===== src/design/b64e_pkg.sv =====
// ----------------------------------------------------------------------------
// Base64 stream encoder package
// Shared types and the sextet-to-ASCII mapping of the standard alphabet.
// ----------------------------------------------------------------------------
package b64e_pkg;

  // Number of character slots that one item can produce.
  localparam int unsigned SlotsPerJob = 4;

  // ASCII code of the '=' padding character.
  localparam logic [6:0] PadChar = 7'h3D;

  // One character slot: either a 6-bit sextet or a padding mark.
  typedef struct packed {
    logic       pad;
    logic [5:0] sextet;
  } slot_t;

  // Work handed from the front end to the character emitter for one item.
  typedef struct packed {
    slot_t [SlotsPerJob-1:0] slots;
    logic  [1:0]             last_idx;
    logic                    eom;
  } job_t;

  // Maps a sextet to its character in the standard alphabet.
  function automatic logic [6:0] sextet_char(input logic [5:0] v);
    logic [6:0] ch;
    if (v < 6'd26) begin
      ch = 7'(7'h41 + {1'b0, v});
    end else if (v < 6'd52) begin
      ch = 7'(7'h61 + {1'b0, v} - 7'd26);
    end else if (v < 6'd62) begin
      ch = 7'(7'h30 + {1'b0, v} - 7'd52);
    end else if (v == 6'd62) begin
      ch = 7'h2B;
    end else begin
      ch = 7'h2F;
    end
    return ch;
  endfunction

endpackage


===== src/design/base64_stream_encoder_top.sv =====
// The first character of a byte passes through the job queue and then the output
// register. Throughput: one character per cycle from the output register while
// out_stall_i is low, and a byte yields one to four characters (four characters
// per three bytes sustained); the character emitter sets that figure.
// Reset: asynchronous, active low; clears group state, queue and output valid.
// ----------------------------------------------------------------------------
// Base64 stream encoder top level
// Front end classifies bytes into sextet jobs, a short queue decouples it
// from the emitter that sends one ASCII character per cycle unless the output stalls.
// ----------------------------------------------------------------------------
module base64_stream_encoder_top #(
  parameter int unsigned QueueDepth = 2
) (
  input  logic       clk_i,
  input  logic       rst_ni,
  input  logic       in_valid_i,
  output logic       in_stall_o,
  input  logic [7:0] data_byte_i,
  input  logic       end_of_message_i,
  output logic       out_valid_o,
  input  logic       out_stall_i,
  output logic [6:0] code_char_o,
  output logic       final_char_o
);

  logic           q_push, q_full, q_pop, q_head_valid;
  b64e_pkg::job_t q_push_job, q_head_job;

  // Byte intake and sextet extraction.
  b64e_front u_front (
    .clk_i            (clk_i),
    .rst_ni           (rst_ni),
    .in_valid_i       (in_valid_i),
    .in_stall_o       (in_stall_o),
    .data_byte_i      (data_byte_i),
    .end_of_message_i (end_of_message_i),
    .q_full_i         (q_full),
    .q_push_o         (q_push),
    .q_job_o          (q_push_job)
  );

  // Job queue.
  b64e_fifo #(
    .Depth (QueueDepth)
  ) u_fifo (
    .clk_i        (clk_i),
    .rst_ni       (rst_ni),
    .push_i       (q_push),
    .push_job_i   (q_push_job),
    .full_o       (q_full),
    .pop_i        (q_pop),
    .head_valid_o (q_head_valid),
    .head_job_o   (q_head_job)
  );

  // Character emitter.
  b64e_back u_back (
    .clk_i        (clk_i),
    .rst_ni       (rst_ni),
    .head_valid_i (q_head_valid),
    .head_job_i   (q_head_job),
    .pop_o        (q_pop),
    .out_valid_o  (out_valid_o),
    .out_stall_i  (out_stall_i),
    .code_char_o  (code_char_o),
    .final_char_o (final_char_o)
  );

endmodule


===== src/design/b64e_front.sv =====
// ----------------------------------------------------------------------------
// Base64 encoder front end
// Accepts bytes, tracks the group phase and leftover bits, and builds the
// list of sextets and padding marks that each byte produces.
// ----------------------------------------------------------------------------
module b64e_front (
  input  logic              clk_i,
  input  logic              rst_ni,
  input  logic              in_valid_i,
  output logic              in_stall_o,
  input  logic [7:0]        data_byte_i,
  input  logic              end_of_message_i,
  input  logic              q_full_i,
  output logic              q_push_o,
  output b64e_pkg::job_t    q_job_o
);

  logic [1:0] phase_q, phase_d;
  logic [3:0] left_q, left_d;
  logic       accept;

  // An item is taken whenever the queue has room.
  assign in_stall_o = q_full_i;
  assign accept     = in_valid_i && !q_full_i;
  assign q_push_o   = accept;

  // Build the job for the current byte and the next group state.
  always_comb begin
    q_job_o          = '0;
    q_job_o.eom      = end_of_message_i;
    phase_d          = phase_q;
    left_d           = left_q;
    case (phase_q)
      2'd1: begin
        q_job_o.slots[0].sextet = {left_q[1:0], data_byte_i[7:4]};
        q_job_o.last_idx        = 2'd0;
        if (end_of_message_i) begin
          q_job_o.slots[1].sextet = {data_byte_i[3:0], 2'b00};
          q_job_o.slots[2].pad    = 1'b1;
          q_job_o.last_idx        = 2'd2;
        end
        phase_d = 2'd2;
        left_d  = data_byte_i[3:0];
      end
      2'd2: begin
        q_job_o.slots[0].sextet = {left_q[3:0], data_byte_i[7:6]};
        q_job_o.slots[1].sextet = data_byte_i[5:0];
        q_job_o.last_idx        = 2'd1;
        phase_d = 2'd0;
        left_d  = 4'd0;
      end
      default: begin
        q_job_o.slots[0].sextet = data_byte_i[7:2];
        q_job_o.last_idx        = 2'd0;
        if (end_of_message_i) begin
          q_job_o.slots[1].sextet = {data_byte_i[1:0], 4'b0000};
          q_job_o.slots[2].pad    = 1'b1;
          q_job_o.slots[3].pad    = 1'b1;
          q_job_o.last_idx        = 2'd3;
        end
        phase_d = 2'd1;
        left_d  = {2'b00, data_byte_i[1:0]};
      end
    endcase
    // The last byte of a message returns the encoder to a group start.
    if (end_of_message_i) begin
      phase_d = 2'd0;
      left_d  = 4'd0;
    end
  end

  // Group state registers.
  always_ff @(posedge clk_i or negedge rst_ni) begin
    if (!rst_ni) begin
      phase_q <= 2'd0;
      left_q  <= 4'd0;
    end else if (accept) begin
      phase_q <= phase_d;
      left_q  <= left_d;
    end
  end

endmodule


===== src/design/b64e_fifo.sv =====
// ----------------------------------------------------------------------------
// Base64 encoder job queue
// A short first-in first-out queue of jobs between the front end and the
// character emitter.
// ----------------------------------------------------------------------------
module b64e_fifo #(
  parameter int unsigned Depth = 2
) (
  input  logic           clk_i,
  input  logic           rst_ni,
  input  logic           push_i,
  input  b64e_pkg::job_t push_job_i,
  output logic           full_o,
  input  logic           pop_i,
  output logic           head_valid_o,
  output b64e_pkg::job_t head_job_o
);

  localparam int unsigned PtrW = (Depth > 1) ? $clog2(Depth) : 1;
  localparam int unsigned CntW = $clog2(Depth + 1);
  localparam logic [PtrW-1:0] LastPtr = PtrW'(Depth - 1);
  localparam logic [CntW-1:0] FullCnt = CntW'(Depth);

  b64e_pkg::job_t mem_q [Depth];
  logic [PtrW-1:0] wr_ptr_q, rd_ptr_q;
  logic [CntW-1:0] count_q;
  logic            do_push, do_pop;

  assign full_o       = (count_q == FullCnt);
  assign head_valid_o = (count_q != '0);
  assign head_job_o   = mem_q[rd_ptr_q];
  assign do_push      = push_i && !full_o;
  assign do_pop       = pop_i && head_valid_o;

  // Storage for queued jobs.
  always_ff @(posedge clk_i) begin
    if (do_push) begin
      mem_q[wr_ptr_q] <= push_job_i;
    end
  end

  // Pointers and fill count.
  always_ff @(posedge clk_i or negedge rst_ni) begin
    if (!rst_ni) begin
      wr_ptr_q <= '0;
      rd_ptr_q <= '0;
      count_q  <= '0;
    end else begin
      if (do_push) begin
        wr_ptr_q <= (wr_ptr_q == LastPtr) ? '0 : PtrW'(wr_ptr_q + 1'b1);
      end
      if (do_pop) begin
        rd_ptr_q <= (rd_ptr_q == LastPtr) ? '0 : PtrW'(rd_ptr_q + 1'b1);
      end
      if (do_push && !do_pop) begin
        count_q <= CntW'(count_q + 1'b1);
      end else if (do_pop && !do_push) begin
        count_q <= CntW'(count_q - 1'b1);
      end
    end
  end

endmodule


===== src/design/b64e_back.sv =====
// ----------------------------------------------------------------------------
// Base64 encoder character emitter
// Walks the slots of the job at the queue head and sends one character per
// cycle, unless out_stall_i holds it, through a registered output stage.
// ----------------------------------------------------------------------------
module b64e_back (
  input  logic           clk_i,
  input  logic           rst_ni,
  input  logic           head_valid_i,
  input  b64e_pkg::job_t head_job_i,
  output logic           pop_o,
  output logic           out_valid_o,
  input  logic           out_stall_i,
  output logic [6:0]     code_char_o,
  output logic           final_char_o
);

  logic [1:0]      idx_q;
  logic            valid_q;
  logic [6:0]      char_q;
  logic            final_q;
  logic            load;
  logic            last_slot;
  b64e_pkg::slot_t cur_slot;

  // The output register takes a new character when a job is waiting and it is empty or drained.
  assign load      = head_valid_i && (!valid_q || !out_stall_i);
  assign cur_slot  = head_job_i.slots[idx_q];
  assign last_slot = (idx_q == head_job_i.last_idx);
  assign pop_o     = load && last_slot;

  // Slot index within the current job and the output valid flag.
  always_ff @(posedge clk_i or negedge rst_ni) begin
    if (!rst_ni) begin
      idx_q   <= 2'd0;
      valid_q <= 1'b0;
    end else begin
      if (load) begin
        idx_q <= last_slot ? 2'd0 : 2'(idx_q + 1'b1);
      end
      if (load) begin
        valid_q <= 1'b1;
      end else if (!out_stall_i) begin
        valid_q <= 1'b0;
      end
    end
  end

  // Output payload.
  always_ff @(posedge clk_i) begin
    if (load) begin
      char_q  <= cur_slot.pad ? b64e_pkg::PadChar
                              : b64e_pkg::sextet_char(cur_slot.sextet);
      final_q <= last_slot && head_job_i.eom;
    end
  end

  assign out_valid_o  = valid_q;
  assign code_char_o  = char_q;
  assign final_char_o = final_q;

endmodule

===== config.mk =====
export PLATFORM = sky130hd
export DESIGN_NAME = base64_stream_encoder_top
export DESIGN_NICKNAME = d
export VERILOG_FILES = /design/src/design/b64e_pkg.sv /design/src/design/base64_stream_encoder_top.sv /design/src/design/b64e_front.sv /design/src/design/b64e_fifo.sv /design/src/design/b64e_back.sv
export SDC_FILE = /design/constraint.sdc
export NUM_CORES = 1
export LEC_CHECK = 0
export BUFFER_PORTS_ARGS = -buffer_cell sky130_fd_sc_hd__buf_2
export CAP_MARGIN = 30
export CORE_ASPECT_RATIO = 1.4
export CORE_MARGIN = 1.5
export CORE_UTILIZATION = 35
export DETAILED_ROUTE_END_ITERATION = 8
export PLACE_DENSITY = 0.48
export SETUP_SLACK_MARGIN = 0.4
export SYNTH_ARGS = -nofsm -noshare
export SYNTH_HDL_FRONTEND = slang
export SYNTH_SLANG_ARGS = --single-unit

===== constraint.sdc =====
create_clock -name clk_i -period 5.3 [get_ports clk_i]
set_input_delay 1.06 -clock clk_i [delete_from_list [all_inputs] [get_ports clk_i]]
set_output_delay 1.06 -clock clk_i [all_outputs]
set_load 0.05 [all_outputs]

Word-level counts from Yosys, hierarchy flattened
Memory sizes are Yosys's and may differ from the RTL's.
Index checks and enable logic that the tools add are counted.
- add/subtract/negate cells: 10
- $lt $le $gt $ge: 4
- equality and inequality tests: 6
- mux-type cells: 28
- reductions and logical operators: 17
- operator list (cell ; number):
    7-bit two-way mux ; 4
    8-bit case mux with 2 select lines ; 1
    7-bit by 6-bit adder with 7-bit output (first input constant) ; 2
    7-bit binary-select mux with 2-bit select ; 1
    6-bit less-than comparator (second input constant) ; 2
    2-bit two-way mux ; 6
    6-bit two-way mux ; 2
    6-bit case mux with 2 select lines ; 1
    1-bit two-way mux ; 9
    1-bit logical AND ; 8
    4-bit case mux with 2 select lines ; 1
    6-bit by 6-bit adder with 7-bit output (first input constant) ; 1
    7-bit by 5-bit subtractor with 7-bit output (second input constant) ; 1
    7-bit by 6-bit subtractor with 7-bit output (second input constant) ; 1
    6-bit equality test (second input constant) ; 1
    6-bit by 5-bit less-than comparator with 1-bit output (second input constant) ; 1
    1-bit logical NOT ; 5
    2-bit by 1-bit adder with 2-bit output (second input constant) ; 2
    2-bit equality test (second input constant) ; 2
    4-bit two-way mux ; 1
    2-bit case mux with 2 select lines ; 1
    2-bit nonzero test ; 2
    2-bit by 3-bit less-than comparator with 1-bit output (second input constant) ; 1
    3-bit two-way mux ; 1
    other kinds (7) ; 8
- flip-flop bits (word level): 21
- RAM bits: 34
- bits of input ports: 13
- output and inout bits: 10
- logic and storage cells: 75
- memories: 1
- memories (name ; words ; bits a word ; read ports ; clocked after Yosys merged registers in ; wr ports ; line ; RTL):
    u_fifo.mem_q ; 2 ; 17 ; 1 ; 0 ; 1 ; b64e_fifo.sv:24 ; b64e_pkg::job_t mem_q [Depth];

Depth between registers and ports, before layout
Gate-level depths: netlist of the first run.
- depth in word-level cells: 8
- mapped depth: 10
- gate-level depth less buffers: 8

Cells and area by module
From an unflattened synthesis of the first run, not the netlist that was laid out.
- cells, all modules: 300
- area, all modules: 4315.4 µm²
- by module, submodules not included (module ; times used ; cells an instance ; area an instance (µm²) ; seq. area each (µm²)):
    b64e_fifo ; 1 ; 116 ; 2591.2 ; 1961.9
    b64e_back ; 1 ; 99 ; 1037.2 ; 315.3
    b64e_front ; 1 ; 85 ; 686.9 ; 150.1

Worst setup path after synthesis of the first run
No wires, ideal clock.
- path type: input-to-reg
- from: input out_stall_i
- to: register u_fifo.count_q[1]
- setup time: 0.079 ns
- arrival time: 2.436 ns
- required time: 5.221 ns
- slack: 2.785 ns
- cell stages on the path: 6
- buffers on the path: 0
- cells stage by stage: a21oi_1 > nand2_1 > ha_1 > xor2_1 > nor2_1 > xor2_1
- word-level cells in the longest chain between the ends: 8
- elaborated cells on any way between the ends: 10
- classes of those cells: mux: 1; reduce/logical: 9
- RTL lines (item ; line ; RTL):
    from (decl) ; base64_stream_encoder_top.sv:21 ; input logic out_stall_i,
    1-bit logical NOT * ; b64e_back.sv:27 ; assign load = head_valid_i && (!valid_q || !out_stall_i);
    1-bit logical OR * ; b64e_back.sv:27 ;
    1-bit logical AND * ; b64e_back.sv:27 ;
    1-bit logical AND * ; b64e_back.sv:30 ; assign pop_o = load && last_slot;
    1-bit logical AND * ; b64e_fifo.sv:33 ; assign do_pop = pop_i && head_valid_o;
    1-bit logical NOT ; b64e_fifo.sv:55 ; if (do_push && !do_pop) begin
    1-bit logical AND ; b64e_fifo.sv:55 ;
    2-bit two-way mux / 2-bit nonzero test (equally long branches) ; n/a ;
    to (signal assigned) ; b64e_fifo.sv:56 ; count_q <= CntW'(count_q + 1'b1);
    to (signal assigned) ; b64e_fifo.sv:58 ; count_q <= CntW'(count_q - 1'b1);
    to (decl) ; b64e_fifo.sv:26 ; logic [CntW-1:0] count_q;
Every way passes the cells marked *; elsewhere a longest branch is shown, timed or not.
A chain may end at the register's enable or synchronous reset.

Worst setup path after layout of the first run
- from: register u_fifo.rd_ptr_q
- to: register u_back.char_q[3] (netlist: u_back.code_char_o[3]), data pin
- word-level cells in the longest chain between the ends: 8
- elaborated cells on any way between the ends: 14
- classes of those cells: add/sub: 5; order compare: 3; mux: 5; memory: 1
- RTL lines (item ; line ; RTL):
    from (decl) ; b64e_fifo.sv:25 ; logic [PtrW-1:0] wr_ptr_q, rd_ptr_q;
    from (signal assigned) ; b64e_fifo.sv:53 ; rd_ptr_q <= (rd_ptr_q == LastPtr) ? '0 : PtrW'(rd_ptr_q + 1'b1);
    memory read 2 x 17 bit * ; n/a ;
    7-bit binary-select mux with 2-bit select * ; b64e_back.sv:28 ; assign cur_slot = head_job_i.slots[idx_q];
    7-bit two-way mux (not written as such) * ; b64e_back.sv:28 ;
    6-bit by 6-bit adder with 7-bit output ; b64e_pkg.sv:34 ; ch = 7'(7'h30 + {1'b0, v} - 7'd52);
    7-bit by 6-bit subtractor with 7-bit output ; b64e_pkg.sv:34 ;
    7-bit two-way mux ; b64e_pkg.sv:33 ; end else if (v < 6'd62) begin
    7-bit two-way mux ; b64e_pkg.sv:31 ; end else if (v < 6'd52) begin
    7-bit two-way mux ; b64e_pkg.sv:29 ; if (v < 6'd26) begin
    to (signal assigned) ; b64e_back.sv:52 ; char_q <= cur_slot.pad ? b64e_pkg::PadChar
    to (decl) ; b64e_back.sv:20 ; logic [6:0] char_q;
Every way passes the cells marked *; elsewhere a longest branch is shown, timed or not. The select of a mux whose other input is x is not followed.

==> results of run 1 <==
## through the flow
step           worst slack, ns  hold slack [ns]
2_1_floorplan             2.78            0.461
3_3_place_gp              2.33            0.465
3_5_place_dp              2.29            0.485
4_1_cts                   2.25            0.509
5_1_grt                   2.02            0.522
6_report                  2.28            0.501
## final timing paths
| path | startpoint | to |
|---|---|---|
| min in group asynchronous | rst_ni | u_front.left_q[1]$_DFFE_PN0P_ |
| worst min-delay path | u_back.out_valid_o$_DFFE_PN0P_ | u_back.out_valid_o$_DFFE_PN0P_ |
| worst min register to register | u_back.out_valid_o$_DFFE_PN0P_ | u_back.out_valid_o$_DFFE_PN0P_ |
| worst max register to register | u_fifo.rd_ptr_q$_DFFE_PN0P_ | u_back.code_char_o[3]$_SDFFCE_PP1P_ |
| worst max-delay path | u_fifo.rd_ptr_q$_DFFE_PN0P_ | u_back.code_char_o[3]$_SDFFCE_PP1P_ |
| max in group asynchronous | rst_ni | u_front.left_q[3]$_DFFE_PN0P_ |
## final cells by class
type / count / area, µm²
Clock buffer: 5 / 68.8
Clock inverter: 3 / 43.8
Fill cell: 763 / 4700
Inverter: 12 / 45.0
Multi-Input combinational cell: 144 / 1120
Sequential cell: 55 / 1590
Tap cell: 100 / 125
Timing Repair Buffer: 22 / 110
## cells by family (layout without fill, tap and decap cells)
family,Yosys count,count (layout)
simple gates,62,62
flops,55,55
compound gates,44,44
buf+inv,22,42
mux,17,17
xor+xnor,11,11
fa+ha+maj,10,10
## synthesized netlist by cell type, types with 3 or more instances
master     instances  area (µm²)
a21oi_1            4        20.0
a22o_1             4        35.0
a22oi_1            6        45.0
a31oi_1            3        18.8
a32oi_1            4        35.0
and2_1             6        37.5
clkbuf_1           7        26.3
dfrtp_1           13         325
edfxtp_1          42        1260
ha_1              10         125
inv_1             12        45.0
mux2i_1            7        70.1
mux4_2             6         135
nand2_1           22        82.6
nand2b_1           3        18.8
nor2_1            11        41.3
nor2b_1            3        18.8
nor3_1             4        20.0
o21ai_0            9        45.0
o2bb2ai_1          3        26.3
xnor2_1            7        61.3
xor2_1             4        35.0
## layout by cell type, fill, tap and decap left out, types with 3 or more instances in the layout
master,instances
a31oi_1,3
a22oi_1,6
mux4_2,6
nand2_1,22
nor2_1,10
and2_1,6
xnor2_1,7
a22o_1,4
dfrtp_1,13
ha_1,10
edfxtp_1,42
nand2b_1,3
mux2i_1,7
o2bb2ai_1,3
buf_2,22
o21ai_0,9
a21oi_1,4
nor2b_1,3
inv_1,12
a32oi_1,4
nor3_1,4
clkbuf_8,5
xor2_1,4
## metal layers
metal	routed length (µm)	part of all wire	GRT usage	vias up
met5	0	0	0	-
met4	137	0.026	0.0612	0
met3	143	0.027	0.0234	15
met2	2930	0.55	0.254	43
met1	2140	0.40	0.143	865
li1	-	-	-	858
## worst min-delay path, stage by stage (launching register included)
cell,delay [ns]
dfrtp_1,0.37
nand2_1,0.06
nand2_1,0.05
## sequential cells by signal, indices dropped and copies added (netlist names)
signal / flops
u_fifo.mem_q: 34
u_front.left_q: 4
u_fifo.rd_ptr_q: 1
u_back.final_char_o: 1
u_fifo.wr_ptr_q: 1
u_front.phase_q: 2
u_back.code_char_o: 7
u_back.idx_q: 2
u_back.out_valid_o: 1
u_fifo.count_q: 2
==> out/results.ini, run 1 <==
[run_status]
run_status=finished clean

[worst_setup_path]
critPathLaunchType=register
required_ns=5.35
critPathMaxFanout=13
cpPeakStageDelay_ns=0.82
cp.depth=7
critical-path-top-delay-family=flip-flops
reg2reg_slack_ns=2.28
r2r_cells=7
arrival_ns=3.07
crit_buf_inv=0
end_kind=register
criticalPathCategory=register to register
path_cells=mux4_2 -> and2_1 -> ha_1 -> a211oi_2 -> nor3_2 -> a2111oi_0 -> a31oi_1
critPathSlowestCell=dfrtp_1

[floorplanning]
die_x_um=78.8
rows=38
io-pin-count=23
dieHeight_um=109
core_um2=7800
start_util=0.361
die_area_um2=8590

[final_layout]
fin_cells=341
layout-drive-gt1-share=0.191
fin_util=0.398
layout.nets=263
area_growth_pct=10.2
n_antenna_cell=0
final_cell_area_um2=3100

[sta]
worst_pin_slew_ns=0.994
clock.fmax_mhz=331
setup_tns_ns=0
drv_slew=0
min_period_ns=3.02
max_slew_margin=0.337
rsz0062_at_grt=false
fin_crit_sh=0.570
hold_viol=0
skew_ns=0.0138
setup_violations=0

[routing]
drt_iter0_markers=53
drt-total-wl_mm=5.35
wl_per_cell_um=15.7
drc=0
ant_nets=0
firstDrtPassIters=4
vias=1781
via_per_inst=5.22

[clock_tree]
cts-root-buf=clkbuf_8
cts_buffers=5
cts_buffer_depth=2
cts_resized=0
post_cts_buffers=0
holdBufCountCts=0
clk_pin_slew_ns=0.10
h-tree-depth=2
cts_tree=built
cts.sinks=55
insertion_delay_ns=0.31

[yosys]
synth_top_family_by_area=compound AO/OA/AOI/OAI gates
synth_cell_types=46
synth-simple-area-share=0.111
synth_fa_ha_area_frac=0.0445
synth_seq_cells=55
synth-async-reset-ratio=0.236
syn-cell-area_um2=2810
synth-edff-count=42
synth_nets=244
synth_top_flop_cell=edfxtp_1
seq_area_frac_synth=0.564
synth.area.mux_share=0.0956
synth.avg_cell_area_um2=12.7
synth_compound_area_frac=0.113
syn_inst=221
synth_xor_area_frac=0.0342
yosysWarnings=0

[placement]
hpwl_mm=4.08
placed_cell_area_um2=2990
port_buffers=22
place_congestion=0.931
dp.cells=333

[run]
drv_cap=0

[global_routing]
grt_max_degree=22
first_global_vias=1741
grtUsageTotal=0.134
antenna_found_initial=0
overflow=0
grt_pass1_wl_mm=8.66

[hold_path]
holdPathStages=2
hold_path_class=register to register

Power of run 1 is not shown: default switching activity piles up to over one toggle a cycle in this logic, so the estimate is an artifact.
==> run 2: changes to the inputs <==
--- a/config.mk
+++ b/config.mk
@@ -11,7 +11,7 @@
 export CORE_MARGIN = 1.5
 export CORE_UTILIZATION = 35
 export DETAILED_ROUTE_END_ITERATION = 8
-export PLACE_DENSITY = 0.48
+export PLACE_DENSITY = 0.5
 export SETUP_SLACK_MARGIN = 0.4
 export SYNTH_ARGS = -nofsm -noshare
 export SYNTH_HDL_FRONTEND = slang
==> constraint.sdc (replaced) <==
create_clock -name clk_i -period 2.5 [get_ports clk_i]
set_input_delay 0.5 -clock clk_i [delete_from_list [all_inputs] [get_ports clk_i]]
set_output_delay 0.5 -clock clk_i [all_outputs]
set_load 0.05 [all_outputs]
==> run 2 against run 1 <==
Against the previous run:
- die area did not move
- count of clock-buffer cells in the layout grew 1
- critical path depth unchanged
- sequential share of layout area fell by 4.8 points
- maximum frequency rose by 34%
- first-iteration DRC count decreased by 11%
- worst setup slack worse by 2.0 ns
- worst hold slack got worse by 0.42 ns
- global-route usage is 1.0 points higher
- non-clock buffer count grew 26
- register-to-register slack got worse by 2.0 ns
==> out/results.ini, run 2 (synthesis gave the netlist of run 1 again) <==
[run_status]
run_status=finished clean

[worst_setup_path]
critPathMaxFanout=6
required_ns=2.57
arrival_ns=2.33
cpPeakStageDelay_ns=0.56
crit_buf_inv=1
end_kind=register
path_cells=mux4_2 -> nand2_4 -> buf_4 -> ha_4 -> nand2_1 -> mux2_4 -> a211o_1
critical-path-top-delay-family=multiplexers
r2r_cells=7
cp.depth=7
critPathSlowestCell=mux4_2
criticalPathCategory=register to register
critPathLaunchType=register

[final_layout]
layout.nets=289
layout-drive-gt1-share=0.348
n_antenna_cell=0
regMostFlops=u_fifo.mem_q
fin_util=0.439
largest_reg_flops=34
mostFrequentLayoutCell=edfxtp_1
layout.cells.most_common_list=edfxtp_1, buf_4, buf_2
area_growth_pct=21.6

[sta]
setup_violations=0
hold_viol=0
min_period_ns=2.26
drv_slew=0
rsz0062_at_grt=true
fin_crit_sh=0.904
max_slew_margin=0.613
worst_pin_slew_ns=0.580
clock.fmax_mhz=443
setup_tns_ns=0
skew_ns=0.0129

[floorplanning]
io-pin-count=23
core_um2=7800
start_util=0.361
dieHeight_um=109
rows=38
die_area_um2=8590
die_x_um=78.8

[clock_tree]
insertion_delay_ns=0.31
cts.sinks=55
cts_buffers=5
clk_pin_slew_ns=0.10
holdBufCountCts=0
cts_tree=built
h-tree-depth=2
cts-root-buf=clkbuf_8
cts_buffer_depth=2

[routing]
drt_iter0_markers=47
drc=0
firstDrtPassIters=4
ant_nets=0
via_per_inst=5.11
wl_per_cell_um=15.9
drt-total-wl_mm=5.84
vias=1877

[run]
drv_cap=0

[global_routing]
overflow=0
grt_max_degree=22
grt_pass1_wl_mm=9.31
antenna_found_initial=0
grtUsageTotal=0.145
first_global_vias=1850

[placement]
port_buffers=22
hpwl_mm=4.22
place_congestion=0.833

[hold_path]
hold_path_class=input pin to async pin

[run 2: cell count changes in the layout (fill, tap and decap cells not counted), sizes merged]
cell and change:
buf +26, clkinvlp +1, clkbuf +1, clkinv -1, bufinv -1
[run 2: worst reg2reg max path: cells and delay by family (launching register included)]
family	cells	cell delay, ns
adders and majority gates	1	0.14
buffers and inverters	1	0.13
muxes	2	0.82
and+or+nand+nor	2	0.18
DFF	1	0.44
AOI/OAI and AO/OA	1	0.30
[run 2: layer usage]
metal / vias to the layer above / wire [µm] / track usage / part of all wire
met2: 34 / 3250 / 0.268 / 0.56
met4: 0 / 117 / 0.0599 / 0.020
met5: - / 0 / 0 / 0
met3: 10 / 133 / 0.0226 / 0.023
li1: 914 / - / - / -
met1: 919 / 2330 / 0.164 / 0.40
[run 2: through the flow]
step,hold WS (ns),worst slack [ns],std cells,area [µm²]
6_report,0.0832,0.241,367,3420
5_1_grt,0.0941,0.179,367,3420
4_1_cts,0.0856,0.242,364,3350
3_5_place_dp,0.423,0.0402,344,3110
3_3_place_gp,0.423,0.0800,344,3110
2_1_floorplan,0.204,0.139,221,2860
[run 2: cell type report]
type	count	area (µm²)
Clock buffer	6	72.6
Clock inverter	2	12.5
Fill cell	765	4380
Inverter	12	45.0
Multi-Input combinational cell	144	1270
Sequential cell	55	1590
Tap cell	100	125
Timing Repair Buffer	48	313
[run 2: repair_timing]
| action | in CTS | in global routing |
|---|---|---|
| endpoints found under the setup margin | 8 | 9 |
| cloned | 0 | 0 |
| resized for setup | 18 | 10 |
| pin swaps | 8 | 8 |
| buffers inserted | 12 | 3 |
[run 2: final timing paths]
path | start | endpoint | slack [ns]
hold / removal | rst_ni | u_front.phase_q[1]$_DFFE_PN0P_ | 0.08
max in group asynchronous | rst_ni | u_fifo.rd_ptr_q$_DFFE_PN0P_ | 2.13
setup reg to reg | u_fifo.rd_ptr_q$_DFFE_PN0P_ | u_back.code_char_o[5]$_SDFFCE_PP1P_ | 0.24
setup / recovery | u_fifo.rd_ptr_q$_DFFE_PN0P_ | u_back.code_char_o[5]$_SDFFCE_PP1P_ | 0.24
min in group clk_i | out_stall_i | u_back.out_valid_o$_DFFE_PN0P_ | 0.40
hold reg to reg | u_fifo.count_q[1]$_DFFE_PN0P_ | u_fifo.count_q[1]$_DFFE_PN0P_ | 0.50
Power of run 2 is left out for the same reason.
==> run 3: changes to the inputs <==
--- a/config.mk
+++ b/config.mk
@@ -5,6 +5,7 @@
 export SDC_FILE = /design/constraint.sdc
 export NUM_CORES = 1
 export LEC_CHECK = 0
+export ABC_AREA = 1
 export BUFFER_PORTS_ARGS = -buffer_cell sky130_fd_sc_hd__buf_2
 export CAP_MARGIN = 30
 export CORE_ASPECT_RATIO = 1.4
==> run 3 against run 2 <==
Against the previous run:
- critical path type unchanged
- global-route usage grew 0.94 points
- final cell count grew 28%
- cell area increased by 8.7%
- critical endpoint is now u_back.code_char_o[3]$_SDFFCE_PP1P_
- critical path depth up 6
==> out/results.ini, run 3 <==
[worst_setup_path]
r2r_cells=13
reg2reg_from=u_fifo.rd_ptr_q$_DFFE_PN0P_
criticalPathCategory=register to register
reg2reg_slack_ns=0.44
crit_buf_inv=4
arrival_ns=2.11
cpPeakStageDelay_ns=0.42
r2r_end=u_back.code_char_o[3]$_SDFFCE_PP1P_
critical-path-top-delay-family=simple AND/OR/NAND/NOR gates
critPathSlowestCell=dfrtp_2
critPathLaunchType=register
critPathMaxFanout=6
required_ns=2.56
end_kind=register
path_cells=buf_8 -> inv_8 -> nand2_1 -> nand3_1 -> nand2_2 -> nor2_4 -> inv_2 -> ha_4 -> inv_4 -> nand2_4 -> or2_0 -> nand3_1 -> nand2_1

[clock_tree]
cts_buffers=5
cts-root-buf=clkbuf_16
insertion_delay_ns=0.30
clk_pin_slew_ns=0.07
cts_buffer_depth=2
cts.sinks=55
h-tree-depth=2
cts_tree=built

[routing]
firstDrtPassIters=4
drc=0
wl_per_cell_um=14.1
drt_iter0_markers=99
drt-total-wl_mm=6.63
vias=2254
ant_nets=0
via_per_inst=4.79

[yosys]
netlist_top_cells_area=edfxtp_1, dfrtp_1, nand2_1, inv_1, ha_1
yosysTopAreaCell=edfxtp_1
synth.avg_cell_area_um2=9.51
synth_seq_cells=55
synth_nets=339
synth-edff-count=42
synth_cell_types=34
yosysTopAreaCellShare=0.420
ys_top_cells_by_count=nand2_1, inv_1, edfxtp_1, nand3_1, nor2_1
syn_inst=316
synth-async-reset-ratio=0.236
yosysMostFrequentCell=nand2_1
seq_area_frac_synth=0.528
synth_top_flop_cell=edfxtp_1
yosysWarnings=0
syn-cell-area_um2=3000

[final_layout]
fin_cells=471
largest_reg_flops=34
layout.nets=391
regMostFlops=u_fifo.mem_q
layout.cells.most_common_list=nand2_1, inv_1, edfxtp_1
mostFrequentLayoutCell=nand2_1
area_growth_pct=23.9
layout-drive-gt1-share=0.287
n_fill_cell=780
n_antenna_cell=0

[placement]
hpwl_mm=4.74
place_congestion=0.844
port_buffers=22
dp.cells=442

[global_routing]
grtUsageTotal=0.154
first_global_vias=2239
grt_max_degree=19
overflow=0
antenna_found_initial=0
grt_pass1_wl_mm=10.5

[floorplanning]
core_um2=8250
die_x_um=81.3
start_util=0.364
rows=39
die_area_um2=9160
dieHeight_um=113
io-pin-count=23

[sta]
hold_viol=0
rsz0062_at_grt=true
clock.fmax_mhz=487
min_period_ns=2.06
fin_crit_sh=0.822
setup_violations=0
skew_ns=0.00725
drv_slew=0
setup_tns_ns=0
max_slew_margin=0.635
worst_pin_slew_ns=0.544

[run_status]
run_status=finished clean

[run]
drv_cap=0

[hold_path]
hold_path_class=input pin to async pin

-- run 3: cell count changes after synthesis, moves of 6 or more --
cell	before	now
nand2_2	1	7
clkbuf_1	7	0
o21ai_0	9	15
nand3_1	2	25
and2_1	6	0
mux2i_1	7	0
a22oi_1	6	0
mux4_2	6	0
inv_1	12	45
xnor2_1	7	1
nand2_1	22	77
nor2_1	11	22
-- run 3: cell families after synthesis --
group / count (synthesis) / share of synthesized area
compound gates: 31 / 0.0662
xor+xnor: 10 / 0.0292
fa+ha+maj: 10 / 0.0416
buf+inv: 59 / 0.0870
flops: 55 / 0.528
simple gates: 151 / 0.248
-- run 3: final cells by class --
type / instances / area, µm² / share of cell area
well taps: 102 / 128 / 0.0343
inverters: 54 / 220 / 0.0592
repair buffers: 49 / 350 / 0.0941
clock inverters: 2 / 16.3 / 0.00437
multi-input cells: 202 / 1260 / 0.339
clock buffers: 6 / 150 / 0.0403
repair inverters: 1 / 6.26 / 0.00168
flip-flops and latches: 55 / 1590 / 0.427
-- run 3: repair_timing --
action	in CTS	in global routing
resized for setup	5	27
setup endpoints to repair	8	7
pin swaps	1	16
hold buffers	0	0
setup buffers	8	12
gates cloned	0	1
-- run 3: metrics by stage --
stage,setup slack [ns],area [µm²],hold WS (ns),utilization
2_1_floorplan,0.470,3000,0.204,-
3_3_place_gp,0.261,3250,0.422,0.394
3_5_place_dp,0.232,3250,0.428,0.394
4_1_cts,0.402,3490,0.0983,0.424
5_1_grt,0.335,3720,0.120,0.451
6_report,0.445,3720,0.0883,0.451
-- run 3: metal layers --
metal	GRT usage	vias to the layer above	wire [µm]
met5	0	-	0
met4	0.0782	0	222
met3	0.0268	14	180
met2	0.271	47	3510
met1	0.174	1056	2720
li1	-	1137	-
-- run 3: worst max-delay path by stage --
stage          slack, ns                             endpoint  cells past startpoint                           start
2_1_floorplan       0.47        u_fifo.count_q[1]$_DFFE_PN0P_                      8  u_back.out_valid_o$_DFFE_PN0P_
3_3_place_gp        0.26  u_back.code_char_o[3]$_SDFFCE_PP1P_                     12     u_fifo.rd_ptr_q$_DFFE_PN0P_
3_5_place_dp        0.23  u_back.code_char_o[4]$_SDFFCE_PP1P_                     13     u_fifo.rd_ptr_q$_DFFE_PN0P_
4_1_cts             0.40  u_back.code_char_o[2]$_SDFFCE_PP1P_                     13     u_fifo.rd_ptr_q$_DFFE_PN0P_
5_1_grt             0.34  u_back.code_char_o[4]$_SDFFCE_PP1P_                     14     u_fifo.rd_ptr_q$_DFFE_PN0P_
6_report            0.44  u_back.code_char_o[3]$_SDFFCE_PP1P_                     13     u_fifo.rd_ptr_q$_DFFE_PN0P_
-- run 3: worst reg2reg max path: cells and delay by family, from the launching register on --
kind / cells / cell delay (ns)
flip-flops: 1 / 0.42
adder cells (fa/ha/maj): 1 / 0.20
buffers and inverters: 4 / 0.38
AND/OR/NAND/NOR: 8 / 0.83
Power of run 3 is left out for the same reason.
